File: src/sv/ppmap_pkg.sv
// Shared constants for the ASCII PPM (P3) pixel parser.
// Character codes, result kind codes and value width; no dependencies.
package ppmap_pkg;

    localparam int VALUE_BITS = 16;
    localparam int OUT_BITS   = 16;
    localparam int KIND_BITS  = 3;
    localparam int BYTE_BITS  = 8;
    localparam int MDATA_BITS = 4 * OUT_BITS;

    localparam logic [BYTE_BITS-1:0] CH_P     = 8'h50;
    localparam logic [BYTE_BITS-1:0] CH_3     = 8'h33;
    localparam logic [BYTE_BITS-1:0] CH_6     = 8'h36;
    localparam logic [BYTE_BITS-1:0] CH_0     = 8'h30;
    localparam logic [BYTE_BITS-1:0] CH_9     = 8'h39;
    localparam logic [BYTE_BITS-1:0] CH_HASH  = 8'h23;
    localparam logic [BYTE_BITS-1:0] CH_LF    = 8'h0A;
    localparam logic [BYTE_BITS-1:0] CH_SPACE = 8'h20;

    typedef enum logic [KIND_BITS-1:0] {
        KIND_WIDTH      = 3'd0,
        KIND_HEIGHT     = 3'd1,
        KIND_MAXVAL     = 3'd2,
        KIND_PIXEL      = 3'd3,
        KIND_BAD_MAGIC  = 3'd4,
        KIND_P6         = 3'd5,
        KIND_INCOMPLETE = 3'd6
    } kind_t;

    // One result item as it leaves the block.
    typedef struct packed {
        kind_t               kind;
        logic [OUT_BITS-1:0] header_value;
        logic [OUT_BITS-1:0] red;
        logic [OUT_BITS-1:0] green;
        logic [OUT_BITS-1:0] blue;
        logic                end_of_row;
    } result_t;

endpackage

File: src/sv/ppm_ascii_pixel_parser_top.sv
// ASCII PPM (P3) pixel parser: byte stream in, header numbers and pixels out.
// Depends on ppmap_pkg for character codes, kind codes and the result type.

// The block takes one file byte per cycle on the s_ side (s_tlast marks the
// last byte of a file) and gives at most one result item per byte on the m_
// side, with the kind on m_tuser. Each byte is held in an input register,
// decoded by a single pass of logic (character class, one multiply-by-ten
// accumulate with saturation, header or pixel assembly) and the result is
// written into an output register that drives the m_ side; a new byte is
// accepted every cycle while m_tready is high. The input and output
// registers are the only buffers: when both are full and the output is
// stalled, s_tready drops. After the last byte of a file the parser returns
// to its reset state and expects a new magic number.
module ppm_ascii_pixel_parser_top (
    input  logic                               clk,
    input  logic                               rst_n,
    input  logic                               s_tvalid,
    output logic                               s_tready,
    input  logic [ppmap_pkg::BYTE_BITS-1:0]    s_tdata,  // input_byte
    input  logic                               s_tlast,  // last_byte
    output logic                               m_tvalid,
    input  logic                               m_tready,
    // header_value, red, green, blue (lowest bits first)
    output logic [ppmap_pkg::MDATA_BITS-1:0]   m_tdata,
    output logic [ppmap_pkg::KIND_BITS-1:0]    m_tuser,  // result_kind
    output logic                               m_tlast   // end_of_row
);
    import ppmap_pkg::*;

    typedef enum logic [2:0] {
        PH_MAGIC0  = 3'd0,
        PH_MAGIC1  = 3'd1,
        PH_WIDTH   = 3'd2,
        PH_HEIGHT  = 3'd3,
        PH_MAXVAL  = 3'd4,
        PH_PIXELS  = 3'd5,
        PH_DISCARD = 3'd6
    } phase_t;

    typedef struct packed {
        phase_t                phase;
        logic                  comment;
        logic                  pend;
        logic [VALUE_BITS-1:0] accum;
        logic [VALUE_BITS-1:0] row_width;
        logic [1:0]            comp;
        logic [VALUE_BITS-1:0] red;
        logic [VALUE_BITS-1:0] green;
        logic [VALUE_BITS-1:0] col;
    } pstate_t;

    typedef struct packed {
        pstate_t st;
        logic    hit;
        result_t res;
    } step_t;

    localparam pstate_t PSTATE_RESET = '{
        phase: PH_MAGIC0, comment: 1'b0, pend: 1'b0, accum: '0,
        row_width: '0, comp: 2'd0, red: '0, green: '0, col: '0};

    localparam result_t RESULT_NONE = '{
        kind: KIND_WIDTH, header_value: '0, red: '0, green: '0, blue: '0,
        end_of_row: 1'b0};

    // Hand a finished number to the header or pixel logic.
    function automatic step_t take_number(input pstate_t s, input logic [VALUE_BITS-1:0] v);
        step_t                 r;
        logic [VALUE_BITS-1:0] nxt;
        r     = '{st: s, hit: 1'b0, res: RESULT_NONE};
        nxt   = s.col + VALUE_BITS'(1);
        unique case (s.phase)
            PH_WIDTH:
            begin
                r.st.row_width      = v;
                r.st.phase          = PH_HEIGHT;
                r.hit               = 1'b1;
                r.res.kind          = KIND_WIDTH;
                r.res.header_value  = OUT_BITS'(v);
            end
            PH_HEIGHT:
            begin
                r.st.phase          = PH_MAXVAL;
                r.hit               = 1'b1;
                r.res.kind          = KIND_HEIGHT;
                r.res.header_value  = OUT_BITS'(v);
            end
            PH_MAXVAL:
            begin
                if (v != '0)
                begin
                    r.st.phase = PH_PIXELS;
                end
                r.hit               = 1'b1;
                r.res.kind          = KIND_MAXVAL;
                r.res.header_value  = OUT_BITS'(v);
            end
            PH_PIXELS:
            begin
                priority if (s.comp == 2'd0)
                begin
                    r.st.red  = v;
                    r.st.comp = 2'd1;
                end
                else if (s.comp == 2'd1)
                begin
                    r.st.green = v;
                    r.st.comp  = 2'd2;
                end
                else
                begin
                    r.st.comp = 2'd0;
                    r.hit     = 1'b1;
                    r.res.kind  = KIND_PIXEL;
                    r.res.red   = OUT_BITS'(s.red);
                    r.res.green = OUT_BITS'(s.green);
                    r.res.blue  = OUT_BITS'(v);
                    if (s.row_width != '0 && nxt == s.row_width)
                    begin
                        r.res.end_of_row = 1'b1;
                        nxt              = '0;
                    end
                    r.st.col = nxt;
                end
            end
            default:
            begin
                r.hit = 1'b0;
            end
        endcase
        return r;
    endfunction

    // Input register
    logic                 in_vld_reg, in_vld_next;
    logic [BYTE_BITS-1:0] in_byte_reg;
    logic                 in_last_reg;

    // Parser state and output register
    pstate_t st_reg, st_next;
    logic    out_vld_reg, out_vld_next;
    result_t out_reg;

    logic    proc;
    step_t   s1, s2;
    logic    is_digit, is_sep, in_body;
    logic [VALUE_BITS+3:0] prod;
    logic [VALUE_BITS-1:0] dig_val;

    assign proc     = in_vld_reg && (!out_vld_reg || m_tready);
    assign s_tready = !in_vld_reg || proc;

    assign is_digit = (in_byte_reg >= CH_0) && (in_byte_reg <= CH_9);
    assign is_sep   = (in_byte_reg == CH_SPACE) || (in_byte_reg == CH_LF);
    assign in_body  = (st_reg.phase == PH_WIDTH) || (st_reg.phase == PH_HEIGHT) ||
                      (st_reg.phase == PH_MAXVAL) || (st_reg.phase == PH_PIXELS);

    // accum * 10 + digit, saturating at the top of the value range
    always_comb
    begin
        prod = ({st_reg.accum, 3'b000} + {2'b00, st_reg.accum, 1'b0})
             + (VALUE_BITS+4)'(in_byte_reg - CH_0);
        if (prod[VALUE_BITS+3:VALUE_BITS] != '0)
        begin
            dig_val = '1;
        end
        else
        begin
            dig_val = prod[VALUE_BITS-1:0];
        end
    end

    // Byte decode
    always_comb
    begin
        s1 = '{st: st_reg, hit: 1'b0, res: RESULT_NONE};
        unique case (st_reg.phase)
            PH_MAGIC0:
            begin
                if (in_byte_reg == CH_P && !in_last_reg)
                begin
                    s1.st.phase = PH_MAGIC1;
                end
                else
                begin
                    s1.st.phase  = PH_DISCARD;
                    s1.hit       = 1'b1;
                    s1.res.kind  = KIND_BAD_MAGIC;
                end
            end
            PH_MAGIC1:
            begin
                priority if (in_byte_reg == CH_3)
                begin
                    s1.st.phase = PH_WIDTH;
                end
                else if (in_byte_reg == CH_6)
                begin
                    s1.st.phase = PH_DISCARD;
                    s1.hit      = 1'b1;
                    s1.res.kind = KIND_P6;
                end
                else
                begin
                    s1.st.phase = PH_DISCARD;
                    s1.hit      = 1'b1;
                    s1.res.kind = KIND_BAD_MAGIC;
                end
            end
            PH_WIDTH, PH_HEIGHT, PH_MAXVAL, PH_PIXELS:
            begin
                if (in_byte_reg == CH_LF)
                begin
                    s1.st.comment = 1'b0;
                end
                if (!s1.st.comment)
                begin
                    priority if (in_byte_reg == CH_HASH)
                    begin
                        s1.st.comment = 1'b1;
                    end
                    else if (is_digit)
                    begin
                        s1.st.accum = dig_val;
                        s1.st.pend  = 1'b1;
                    end
                    else if (is_sep && st_reg.pend)
                    begin
                        s1.st.accum = '0;
                        s1.st.pend  = 1'b0;
                        s1 = take_number(s1.st, st_reg.accum);
                    end
                    else
                    begin
                        s1.hit = 1'b0;
                    end
                end
            end
            default:
            begin
                s1.hit = 1'b0;
            end
        endcase
    end

    // End of file: flush a pending number, flag a partial pixel, restart
    always_comb
    begin
        s2 = s1;
        if (in_last_reg && !s1.hit && in_body)
        begin
            if (s1.st.pend)
            begin
                s2.st.accum = '0;
                s2.st.pend  = 1'b0;
                s2 = take_number(s2.st, s1.st.accum);
            end
            if (!s2.hit && s2.st.phase == PH_PIXELS && s2.st.comp != 2'd0)
            begin
                s2.hit      = 1'b1;
                s2.res      = RESULT_NONE;
                s2.res.kind = KIND_INCOMPLETE;
            end
        end
        st_next = in_last_reg ? PSTATE_RESET : s2.st;
    end

    always_comb
    begin
        in_vld_next = in_vld_reg;
        if (s_tvalid && s_tready)
        begin
            in_vld_next = 1'b1;
        end
        else if (proc)
        begin
            in_vld_next = 1'b0;
        end
        out_vld_next = out_vld_reg;
        if (proc)
        begin
            out_vld_next = s2.hit;
        end
        else if (m_tready)
        begin
            out_vld_next = 1'b0;
        end
    end

    always_ff @(posedge clk or negedge rst_n)
    begin
        if (!rst_n)
        begin
            in_vld_reg  <= 1'b0;
            out_vld_reg <= 1'b0;
            st_reg      <= PSTATE_RESET;
        end
        else
        begin
            in_vld_reg  <= in_vld_next;
            out_vld_reg <= out_vld_next;
            if (proc)
            begin
                st_reg <= st_next;
            end
        end
    end

    always_ff @(posedge clk)
    begin
        if (s_tvalid && s_tready)
        begin
            in_byte_reg <= s_tdata;
            in_last_reg <= s_tlast;
        end
        if (proc && s2.hit)
        begin
            out_reg <= s2.res;
        end
    end

    assign m_tvalid = out_vld_reg;
    assign m_tdata  = {out_reg.blue, out_reg.green, out_reg.red, out_reg.header_value};
    assign m_tuser  = out_reg.kind;
    assign m_tlast  = out_reg.end_of_row;

`ifndef NO_ASSERTIONS
    a_comp_range: assert property (@(posedge clk) disable iff (!rst_n)
        st_reg.comp != 2'd3)
        else $error("component index out of range");

    a_comp_pixels: assert property (@(posedge clk) disable iff (!rst_n)
        st_reg.comp != 2'd0 |-> st_reg.phase == PH_PIXELS)
        else $error("partial pixel outside pixel phase");

    a_accum_idle: assert property (@(posedge clk) disable iff (!rst_n)
        !st_reg.pend |-> st_reg.accum == '0)
        else $error("accumulator holds a value with no digits pending");

    a_comment_body: assert property (@(posedge clk) disable iff (!rst_n)
        st_reg.comment |-> (st_reg.phase == PH_WIDTH || st_reg.phase == PH_HEIGHT ||
                            st_reg.phase == PH_MAXVAL || st_reg.phase == PH_PIXELS))
        else $error("comment flag set outside the number phases");

    a_restart: assert property (@(posedge clk) disable iff (!rst_n)
        proc && in_last_reg |=> st_reg.phase == PH_MAGIC0 && st_reg.comp == 2'd0)
        else $error("parser did not restart after the last byte");
`endif

endmodule

File: config.mk
export PLATFORM = sky130hd
export DESIGN_NAME = ppm_ascii_pixel_parser_top
export DESIGN_NICKNAME = d
export VERILOG_FILES = /design/src/sv/ppmap_pkg.sv /design/src/sv/ppm_ascii_pixel_parser_top.sv
export SDC_FILE = /design/constraint.sdc
export NUM_CORES = 1
export LEC_CHECK = 0
export BUFFER_PORTS_ARGS = -buffer_cell sky130_fd_sc_hd__buf_2
export CORE_AREA = 3 3 160 162
export DETAILED_ROUTE_END_ITERATION = 10
export DIE_AREA = 0 0 163 165
export PLACE_DENSITY = 0.74
export RECOVER_POWER = 50
export SLEW_MARGIN = 20
export SYNTH_ARGS = -nofsm -noshare
export SYNTH_HDL_FRONTEND = slang
export SYNTH_SLANG_ARGS = --single-unit
File: constraint.sdc
create_clock -name clk -period 13 [get_ports clk]
set_input_delay 1.3 -clock clk [delete_from_list [all_inputs] [get_ports clk]]
set_output_delay 1.3 -clock clk [all_outputs]
set_load 0.01 [all_outputs]
==> flow_summary.html <==
<table>
<tr><th>Metric</th><th>Value</th></tr>
<tr><th colspan="2">Run status</th></tr>
<tr><td>Run status</td><td>finished with violations</td></tr>
<tr><td>Failing checks</td><td>max-capacitance violations, max-slew violations</td></tr>
<tr><th colspan="2">Placed design</th></tr>
<tr><td>Routability-driven placement congestion ratio</td><td>0.974</td></tr>
<tr><td>Worst slack at placement</td><td>7590 ps</td></tr>
<tr><td>Number of instances in the placed design</td><td>1,544</td></tr>
<tr><td>Port bufs</td><td>82</td></tr>
<tr><td>Placed wire-length estimate after detailed placement</td><td>22,700 um</td></tr>
<tr><td>Total placed instance area</td><td>11,500 um2</td></tr>
<tr><th colspan="2">Setup path</th></tr>
<tr><td>Critical path capture point type</td><td>flip-flop</td></tr>
<tr><td>Delay of the slowest cell on the worst path</td><td>1110 ps</td></tr>
<tr><td>Setup Crit Path Kind</td><td>reg2reg</td></tr>
<tr><td>Most frequent CP cell</td><td>sky130_fd_sc_hd__nand3_1</td></tr>
<tr><td>Slowest stage cell, crit path</td><td>sky130_fd_sc_hd__nor4_1</td></tr>
<tr><td>Largest fanout of any net on the critical path</td><td>18</td></tr>
<tr><td>Data arrival time of the worst path</td><td>6050 ps</td></tr>
<tr><td>CP bufs+invs</td><td>1</td></tr>
<tr><td>Cell Chain, Critical Path</td><td>inv_1 &gt; ha_1 &gt; nor3b_1 &gt; a22o_2 &gt; nand2_4 &gt; nor4_1 &gt; nand3_1 &gt; o21a_1 &gt; nor2_1 &gt; nand3_1 &gt; a2111oi_0 &gt; nand4b_1 &gt; a2111o_1 &gt; o21ai_1</td></tr>
<tr><td>Kind of cell with the highest combined delay on the critical path</td><td>simple AND/OR/NAND/NOR gates</td></tr>
<tr><td>Worst path required time</td><td>13,280 ps</td></tr>
<tr><td>Setup crit start kind</td><td>flip-flop</td></tr>
<tr><th colspan="2">Final layout</th></tr>
<tr><td>Area used by multi-input combinational logic</td><td>5920 um2</td></tr>
<tr><td>Storage cell area</td><td>4540 um2</td></tr>
<tr><td>Number of flip-flops in the largest register</td><td>87</td></tr>
<tr><td>Fillcell total</td><td>2,263</td></tr>
<tr><td>Synthesis-to-layout area growth</td><td>10.1%</td></tr>
<tr><td>Share of layout cells above drive strength 1</td><td>7.27%</td></tr>
<tr><td>Cell Count, Final, Fillers Out</td><td>1,576</td></tr>
<tr><td>Final Net Count</td><td>1,294</td></tr>
<tr><td>Number of inserted diodes</td><td>0</td></tr>
<tr><td>Most used cells in the layout excluding fill and tap cells</td><td>sky130_fd_sc_hd__o21ai_0 (137), sky130_fd_sc_hd__nand2_1 (127), sky130_fd_sc_hd__nor2_1 (107), sky130_fd_sc_hd__dfrtp_1 (89), sky130_fd_sc_hd__edfxtp_1 (77)</td></tr>
<tr><td>Finished layout cell area</td><td>12,000 um2</td></tr>
<tr><td>Most common cell after layout, fill and taps aside</td><td>sky130_fd_sc_hd__o21ai_0</td></tr>
<tr><th colspan="2">Die</th></tr>
<tr><td>Die boundary height</td><td>165 um</td></tr>
<tr><td>I/O pin cnt</td><td>83</td></tr>
<tr><td>Core Box Area</td><td>24,200 um2</td></tr>
<tr><td>Area of the die</td><td>26,900 um2</td></tr>
<tr><td>Floorplan die width</td><td>163 um</td></tr>
<tr><td>Placement row count</td><td>57</td></tr>
<tr><td>Initial core utilization</td><td>45.0%</td></tr>
<tr><th colspan="2">Routing</th></tr>
<tr><td>Starting DRT DRC Count</td><td>1,289</td></tr>
<tr><td>Via total after detailed routing</td><td>9,635</td></tr>
<tr><td>TritonRoute pass-1 iters</td><td>6</td></tr>
<tr><td>Final antenna-violating net count</td><td>0</td></tr>
<tr><td>Avg WL per Cell</td><td>20.4 um</td></tr>
<tr><td>Total routed wirelength</td><td>32,100 um</td></tr>
<tr><td>Via-per-instance ratio</td><td>6.11</td></tr>
<tr><td>Remaining DRCs</td><td>0</td></tr>
<tr><th colspan="2">Global routing</th></tr>
<tr><td>Number of antenna violations at the first check in global routing</td><td>1</td></tr>
<tr><td>Total routing resource utilization after global routing</td><td>24.3%</td></tr>
<tr><td>Number of global-route vias before repair</td><td>8,920</td></tr>
<tr><td>Pin count of the biggest net entering global routing</td><td>64</td></tr>
<tr><td>Global-route wire length before repair</td><td>51,100 um</td></tr>
<tr><td>Overflow after GRT</td><td>0</td></tr>
<tr><th colspan="2">Worst hold path</th></tr>
<tr><td>Worst hold path class</td><td>reg2reg</td></tr>
<tr><th colspan="2">Clock network</th></tr>
<tr><td>Clock root buffer master</td><td>sky130_fd_sc_hd__clkbuf_16</td></tr>
<tr><td># resized after CTS</td><td>0</td></tr>
<tr><td>Number of buffers inserted for hold repair after clock tree synthesis</td><td>0</td></tr>
<tr><td>Clock tree from TritonCTS</td><td>yes</td></tr>
<tr><td>Clock Latency Late Sink</td><td>440 ps</td></tr>
<tr><td>Buffers from clock root to sink, at most</td><td>2</td></tr>
<tr><td>Number of clock sinks</td><td>166</td></tr>
<tr><td>Post-CTS setup-driven buffer insertion count</td><td>0</td></tr>
<tr><td>Number of CTS-inserted buffers</td><td>17</td></tr>
<tr><td>Deepest level of the CTS H-tree</td><td>4</td></tr>
<tr><td>Clock input transition at the sequential cells of the worst setup and hold paths</td><td>80 ps</td></tr>
<tr><th colspan="2">Timing</th></tr>
<tr><td>Count of final setup violators</td><td>0</td></tr>
<tr><td>Post-route setup slack</td><td>7230 ps</td></tr>
<tr><td>Period minus WS final</td><td>5770 ps</td></tr>
<tr><td>Highest attainable clock frequency</td><td>0.173 GHz</td></tr>
<tr><td>Transition at the pin with the smallest max-transition slack</td><td>2540 ps</td></tr>
<tr><td>Final Hold Fails</td><td>0</td></tr>
<tr><td>Unrepaired setup endpoints after global routing</td><td>false</td></tr>
<tr><td>Worst-case headroom to the max-slew limit</td><td>-69.5%</td></tr>
<tr><td>Worst clock skew</td><td>9.61 ps</td></tr>
<tr><td>Setup TNS after final layout</td><td>0 ps</td></tr>
<tr><td>Fin crit share</td><td>44.4%</td></tr>
<tr><td>Number of pins with negative max-slew slack in the final report</td><td>132</td></tr>
<tr><th colspan="2">Yosys</th></tr>
<tr><td>Async SR Flop Fraction</td><td>53.6%</td></tr>
<tr><td>Sequential area share after synthesis</td><td>41.6%</td></tr>
<tr><td>Synthesized cell area</td><td>10,900 um2</td></tr>
<tr><td>Most instantiated flip-flop cell in the synthesis netlist</td><td>sky130_fd_sc_hd__dfrtp_1</td></tr>
<tr><td>Post-synth net total</td><td>1,250</td></tr>
<tr><td>Synthesis Warnings</td><td>0</td></tr>
<tr><td>Unique cell type count in the Yosys netlist</td><td>91</td></tr>
<tr><td>Number of enable-type register cells in the synthesized netlist</td><td>77</td></tr>
<tr><td>Syn avg cell area</td><td>9.12 um2</td></tr>
<tr><td>Post-synthesis sequential element count</td><td>166</td></tr>
<tr><td>Cells after Synth</td><td>1,195</td></tr>
<tr><th colspan="2">Job</th></tr>
<tr><td>Max-cap check violation count</td><td>3</td></tr>
<tr><th colspan="2">Pwr</th></tr>
<tr><td>Power density cells</td><td>134 nW/um2</td></tr>
<tr><td>P_leak</td><td>4.84 nW</td></tr>
<tr><td>Total Power Consumption</td><td>1.61 mW</td></tr>
<tr><td>Peak supply drop</td><td>82.0 uV</td></tr>
</table>
==> logic make-up (layout without fill, tap and decap cells) <==
| family | after synthesis | after routing | share of synthesized area (%) |
|---|---|---|---|
| AO/OA/AOI/OAI | 352 | 352 | 20.1 |
| XOR/XNOR | 56 | 56 | 4.50 |
| adder cells (fa/ha/maj) | 44 | 44 | 6.04 |
| buffers and inverters | 96 | 153 | 3.84 |
| flip-flops | 166 | 166 | 41.6 |
| multiplexers | 15 | 15 | 1.42 |
| AND/OR/NAND/NOR | 466 | 466 | 22.4 |
==> power breakdown <==
group | internal [mW] | leakage [nW] | switching (mW) | total (mW)
logic | 0.122 | 2.57 | 0.273 | 0.395
clock network | 0.265 | 0.300 | 0.257 | 0.522
registers | 0.633 | 1.97 | 0.0611 | 0.695
total | 1.02 | 4.84 | 0.592 | 1.61
==> layout make-up <==
class	count	area share (%)
clock buffer	17	3.54
clock inverter	15	1.62
inverter	23	0.719
multi-input combinational	933	49.3
sequential	166	37.8
tap	324	3.38
timing repair buffer	98	3.62
==> layer usage <==
layer	global-route usage, %	vias up	wire length (um)
met3	3.96	76	3200
met1	35.1	4583	13900
met2	37.0	549	14000
li1	-	4427	-
met5	0	-	0
met4	8.46	0	959
==> worst paths after layout <==
check,start,endpoint,slack (ps),cells after the start
max,in_byte_reg[4],m_tlast,7230,14
min,st_reg[20],st_reg[20],480,1
max reg2reg,in_byte_reg[4],m_tlast,7230,14
min reg2reg,st_reg[20],st_reg[20],480,1
max in group asynchronous,rst_n,st_reg[6],8130,2
min in group asynchronous,rst_n,st_reg[40],1650,1
==> per-stage QoR <==
step           util (%)  hold slack (ps)
2_1_floorplan         -              456
3_3_place_gp       47.5              465
3_5_place_dp       47.5              472
4_1_cts            50.1              488
5_1_grt            49.5              500
6_report           49.5              482
==> synth_stat cells, types with 27 or more instances <==
| cell | count | share of area [%] |
|---|---|---|
| sky130_fd_sc_hd__a21oi_1 | 76 | 3.5 |
| sky130_fd_sc_hd__and2_1 | 39 | 2.2 |
| sky130_fd_sc_hd__clkbuf_1 | 48 | 1.7 |
| sky130_fd_sc_hd__dfrtp_1 | 89 | 20 |
| sky130_fd_sc_hd__edfxtp_1 | 77 | 21 |
| sky130_fd_sc_hd__ha_1 | 27 | 3.1 |
| sky130_fd_sc_hd__nand2_1 | 127 | 4.4 |
| sky130_fd_sc_hd__nand3_1 | 34 | 1.6 |
| sky130_fd_sc_hd__nor2_1 | 107 | 3.7 |
| sky130_fd_sc_hd__nor3_1 | 29 | 1.3 |
| sky130_fd_sc_hd__o21a_1 | 38 | 2.6 |
| sky130_fd_sc_hd__o21ai_0 | 137 | 6.3 |
| sky130_fd_sc_hd__xnor2_1 | 42 | 3.4 |
Note: power is estimated with default switching activity, not from simulation.
